==> src/hw/rtl/bti_pkg.sv <==
// Shared types, constants and helpers for the bilinear table interpolator.
package bti_pkg;

  // Fixed-point format and table geometry
  localparam int FRAC_BITS   = 16;
  localparam int TABLE_DEPTH = 4096;
  localparam int TBL_AW      = $clog2(TABLE_DEPTH);
  localparam int IDX_W       = 12;
  localparam int DATA_W      = 32;
  localparam int CNT_W       = 7;
  // Corner address: col_cell * count + row_cell + count + 1 for counts up to 127
  localparam int ADDR_W      = 2 * CNT_W;
  // Blend weights run from 0 to one inclusive
  localparam int WT_W        = FRAC_BITS + 1;
  localparam logic [WT_W-1:0] WT_ONE = {1'b1, {FRAC_BITS{1'b0}}};
  // Axis product: 32-bit offset times 32-bit reciprocal step
  localparam int PROD_W      = 64;
  localparam int CELL_RAW_W  = PROD_W - 2 * FRAC_BITS;
  localparam int NCORNER     = 4;
  // Pipeline depth, acceptance to output register
  localparam int NSTAGE      = 10;

  typedef enum logic {
    CMD_LOAD  = 1'b0,
    CMD_QUERY = 1'b1
  } cmd_t;

  typedef enum logic [2:0] {
    REG_ROW_ORIGIN   = 3'd0,
    REG_COL_ORIGIN   = 3'd1,
    REG_ROW_INV_STEP = 3'd2,
    REG_COL_INV_STEP = 3'd3,
    REG_ROW_COUNT    = 3'd4,
    REG_COL_COUNT    = 3'd5
  } reg_index_t;

  typedef struct packed {
    cmd_t                     cmd;
    logic [IDX_W-1:0]         entry_index;
    logic signed [DATA_W-1:0] entry_value;
    logic signed [DATA_W-1:0] row_coord;
    logic signed [DATA_W-1:0] col_coord;
  } in_item_t;

  typedef struct packed {
    logic signed [DATA_W-1:0] interp_value;
    logic                     row_clamped;
    logic                     col_clamped;
  } out_item_t;

  // Per-axis configuration
  typedef struct packed {
    logic signed [DATA_W-1:0] origin;
    logic [DATA_W-1:0]        inv_step;
    logic [CNT_W-1:0]         count;
  } axis_cfg_t;

  // Per-axis grid position after clamping
  typedef struct packed {
    logic [CNT_W-1:0] cell_idx;
    logic [WT_W-1:0]  frac;
    logic             clamped;
  } axis_pos_t;

  // Side data that travels with the corner reads into the blend
  typedef struct packed {
    logic [NCORNER-1:0] in_range;
    logic [WT_W-1:0]    row_frac;
    logic [WT_W-1:0]    col_frac;
    logic               row_clamped;
    logic               col_clamped;
  } blend_ctl_t;

  // Counts below two behave as two
  function automatic logic [CNT_W-1:0] eff_count(input logic [CNT_W-1:0] c);
    eff_count = (c < CNT_W'(2)) ? CNT_W'(2) : c;
  endfunction

endpackage

==> src/hw/rtl/bti_locate.sv <==
// Axis mapping: offset, scale by reciprocal step, split into cell and fraction, clamp.
module bti_locate import bti_pkg::*; (
  input  logic                     clk,
  input  logic [2:0]               en,
  input  logic signed [DATA_W-1:0] coord,
  input  axis_cfg_t                cfg,
  output axis_pos_t                pos
);

  logic signed [DATA_W:0]  off;
  logic [PROD_W-1:0]       prod;
  logic                    prod_neg;
  logic [CNT_W-1:0]        last;
  logic [CELL_RAW_W-1:0]   cell_raw;

  // Stage 1: offset from origin, one bit wider than the coordinate
  always_ff @(posedge clk) begin
    if (en[0]) begin
      off <= {coord[DATA_W-1], coord} - {cfg.origin[DATA_W-1], cfg.origin};
    end
  end

  // Stage 2: grid position; a non-negative offset fits in 32 bits
  always_ff @(posedge clk) begin
    if (en[1]) begin
      prod_neg <= off[DATA_W];
      prod     <= {{(PROD_W-DATA_W){1'b0}}, off[DATA_W-1:0]} *
                  {{(PROD_W-DATA_W){1'b0}}, cfg.inv_step};
    end
  end

  // Stage 3: floor split and clamp to the first or last full cell
  always_comb begin
    last     = eff_count(cfg.count) - CNT_W'(2);
    cell_raw = prod[PROD_W-1:2*FRAC_BITS];
  end

  always_ff @(posedge clk) begin
    if (en[2]) begin
      if (prod_neg) begin
        pos.cell_idx <= '0;
        pos.frac     <= '0;
        pos.clamped  <= 1'b1;
      end else if (cell_raw > {{(CELL_RAW_W-CNT_W){1'b0}}, last}) begin
        pos.cell_idx <= last;
        pos.frac     <= WT_ONE;
        pos.clamped  <= 1'b1;
      end else begin
        pos.cell_idx <= cell_raw[CNT_W-1:0];
        pos.frac     <= {1'b0, prod[2*FRAC_BITS-1:FRAC_BITS]};
        pos.clamped  <= 1'b0;
      end
    end
  end

endmodule

==> config.mk <==
export PLATFORM = sky130hd
export DESIGN_NAME = bti_locate
export DESIGN_NICKNAME = d
export VERILOG_FILES = /design/src/hw/rtl/bti_pkg.sv /design/src/hw/rtl/bti_locate.sv
export SDC_FILE = /design/constraint.sdc
export NUM_CORES = 2
export LEC_CHECK = 0
export ABC_AREA = 1
export BUFFER_PORTS_ARGS = -buffer_cell sky130_fd_sc_hd__buf_2
export CORE_MARGIN = 2
export CORE_UTILIZATION = 55
export DETAILED_ROUTE_END_ITERATION = 7
export MAX_ROUTING_LAYER = met4
export PLACE_DENSITY = 0.86
export SLEW_MARGIN = 15
export SYNTH_ARGS = -nofsm -noshare
export SYNTH_HDL_FRONTEND = slang
export SYNTH_SLANG_ARGS = --single-unit
==> constraint.sdc <==
create_clock -name clk -period 8.1 [get_ports clk]
set_input_delay 2.43 -clock clk [delete_from_list [all_inputs] [get_ports clk]]
set_output_delay 2.43 -clock clk [all_outputs]
set_load 0.01 [all_outputs]
==> flow_summary.yaml <==
synthesis:
  synth_adder_area_share_pct: 53.08
  synth_top_cell_area_share_pct: 43.90
  synthArstFlopShare_pct: 0
  synth_edf_count: 107
  synth_area_leader_cell: "fa_1"
  synth_top_family_by_area: "adder cells"
  synth.area.mux_share_pct: 0
  synth.avg_cell_area_um2: 7.740
  synth-seq-cells: 107
  synthFlopType: "edfxtp_1"
  synthSimpleGateAreaFrac_pct: 17.29
  netlist_area_um2: 40860
  ys_types: 40
  synth_xor_xnor_area_share_pct: 1.115
  yosys-top-cells-area: "fa_1, inv_1, nand2_1, ha_1, edfxtp_1"
  syn_nets: 6582
  synthTopCellsByCount: "inv_1, nand2_1, fa_1, ha_1, nor2_1"
  synth_compound_area_share_pct: 3.335
  yosysMostFrequentCell: "inv_1"
  synthCells: 5279
  synth-seq-area-share_pct: 7.863
  ys_warn_count: 0
min_path:
  holdCritPathClass: "flop to flop"
floorplanning:
  placementRows: 99
  dieWidth_um: 276.6
  die-area_um2: 76490
  coreArea_um2: 73210
  ios: 132
  die_y_um: 276.6
  start_util_pct: 55.82
cells_and_area:
  nets: 6892
  layout-drive-gt1-share_pct: 19.18
  nFillCells: 5240
  multi_input_area_um2: 33220
  synthToLayoutAreaGrowth_pct: 19.13
  seq_area_um2: 3213
timing:
  final.setup.tns_ns: -13.34
  final.period_utilization_pct: 106.1
  final_max_slew_viol_count: 0
  relSlewSlack_pct: 5.359
  min_period_ns: 8.596
  clock_skew_ns: 0.02334
  finalSetupViolations: 45
  hold_viol_final: 0
  fmax_mhz: 116.3
  tightest_slew_ns: 1.420
  rsz0062_at_grt: "yes"
  setup_slack_ns: -0.4961
clocking:
  clock_path_buffers: 2
  clock_sinks: 107
  hold_buffers: 0
  cts_root_buffer: "clkbuf_16"
  cts_made_buffers: 9
  cts_tree: "built"
  ctsHtreeMaxLevel: 3
  clk_pin_slew_ns: 0.10
  clk_latency_ns: 0.41
global_route:
  grt_pass1_wl_mm: 193.8
  grt_max_degree: 50
  grt_pass1_vias: 38397
  grt_use_total_pct: 32.97
  antenna_found_initial: 2
  grt_overflow: 0
placement:
  hpwl_mm: 98.35
  gp_congestion: 0.9607
  numPortBuffers: 131
flow_run:
  cap_violations: 0
route:
  routed.top_layer: "met4"
  routed_wl_mm: 129.4
  via_per_inst: 5.512
  drc: 0
  via_count: 36134
  wl_per_cell_um: 19.74
  drt-met1-wl_mm: 43.88
  drt-initial-drc-count: 3915
  dr_wl_met2_mm: 62.64
  dr.pass1.iters: 7
  dr_wl_met3_mm: 12.91
  antenna_left: 0
setup_path:
  arrival_ns: 8.75
  critPathKind: "input pin to flop"
  crit_path_end_kind: "flop"
  critPathLaunchType: "input pin"
  critPathRequiredTime_ns: 8.25
  worstPathMaxFanout: 7
outcome:
  failed_checks: "setup timing"
  status: "complete, but fails checks"
repair_timing:
action,CTS,global route
resized for setup,445,390
cloned,1,6
pin swaps,213,212
endpoints found under the setup margin,48,48
setup buffers,23,31
flip-flops by register name (all words and copies together), names as in the netlist:
register  count
off          33
prod_neg      1
pos          25
prod         48
worst max-delay path, stage by stage:
cell and delay (ns):
buf_12 0.11, buf_12 0.14, buf_8 0.13, nand2_1 0.05, inv_1 0.07, fa_2 0.56, fa_1 0.45, inv_1 0.13
fa_2 0.46, fa_1 0.54, inv_1 0.06, ha_1 0.30, fa_1 0.60, fa_1 0.47, fa_2 0.66, ha_4 0.26
a21oi_4 0.30, o21ai_2 0.16, buf_4 0.16, nand2_1 0.09, nand2_4 0.08, a21oi_4 0.18, nand2_8 0.10, nand2_4 0.09
nand2_1 0.05, nand2_1 0.05, nand2_1 0.05
through the flow:
stage / util (%) / worst slack, ns / area, µm² / instances / hold WS, ns
floorplan: - / -0.07831 / 41400 / 5279 / 0.4003
detailed placement: 61.16 / -1.029 / 44770 / 6477 / 0.5339
finish: 66.49 / -0.4961 / 48680 / 6556 / 0.5513
global placement: 61.16 / -0.8976 / 44770 / 6477 / 0.5398
global route: 66.49 / -0.5943 / 48670 / 6555 / 0.5842
CTS: 64.06 / -0.1665 / 46900 / 6517 / 0.5592
kinds of logic after synthesis:
logic type | after synthesis
adders and majority gates | 1196
xor gates and xnor gates | 52
buffers and inverters | 1880
and+or+nand+nor | 1788
AOI/OAI and AO/OA | 256
DFF | 107
cell type report:
class / count / share of cell area (%)
repair buffers: 492 / 8.991
flip-flops and latches: 107 / 6.601
diodes: 3 / 0.01542
clock inverters: 7 / 0.1722
well taps: 959 / 2.465
clock buffers: 9 / 0.4627
multi-input cells: 3292 / 68.25
inverters: 1687 / 13.04
routing by layer:
metal | track usage [%] | up-vias
li1 | - | 15465
met3 | 4.800 | 855
met5 | - | -
met4 | 17.71 | 0
met2 | 55.58 | 2332
met1 | 38.23 | 17482
final timing paths:
check / slack [ns] / start / cells after the start / end
worst max-delay path: -0.50 / cfg[23] / 27 / prod[60]
worst min-delay path: 0.55 / prod[16] / 2 / pos[1]
worst max register to register: 0.40 / off[15] / 24 / prod[60]
worst min register to register: 0.55 / prod[16] / 2 / pos[1]
cell usage in the layout (no fill, tap or decap), types with 84 or more instances in the layout:
master	n
buf_2	102
fa_1	840
inv_1	1585
inv_2	95
nor2_1	113
edfxtp_1	107
a21oi_1	84
buf_4	269
nand2_1	1312
ha_1	255
nand2_2	96
Power is left out: the tool's default activity adds up to more than one toggle a clock period on the data nets, which glitch-free logic cannot reach.
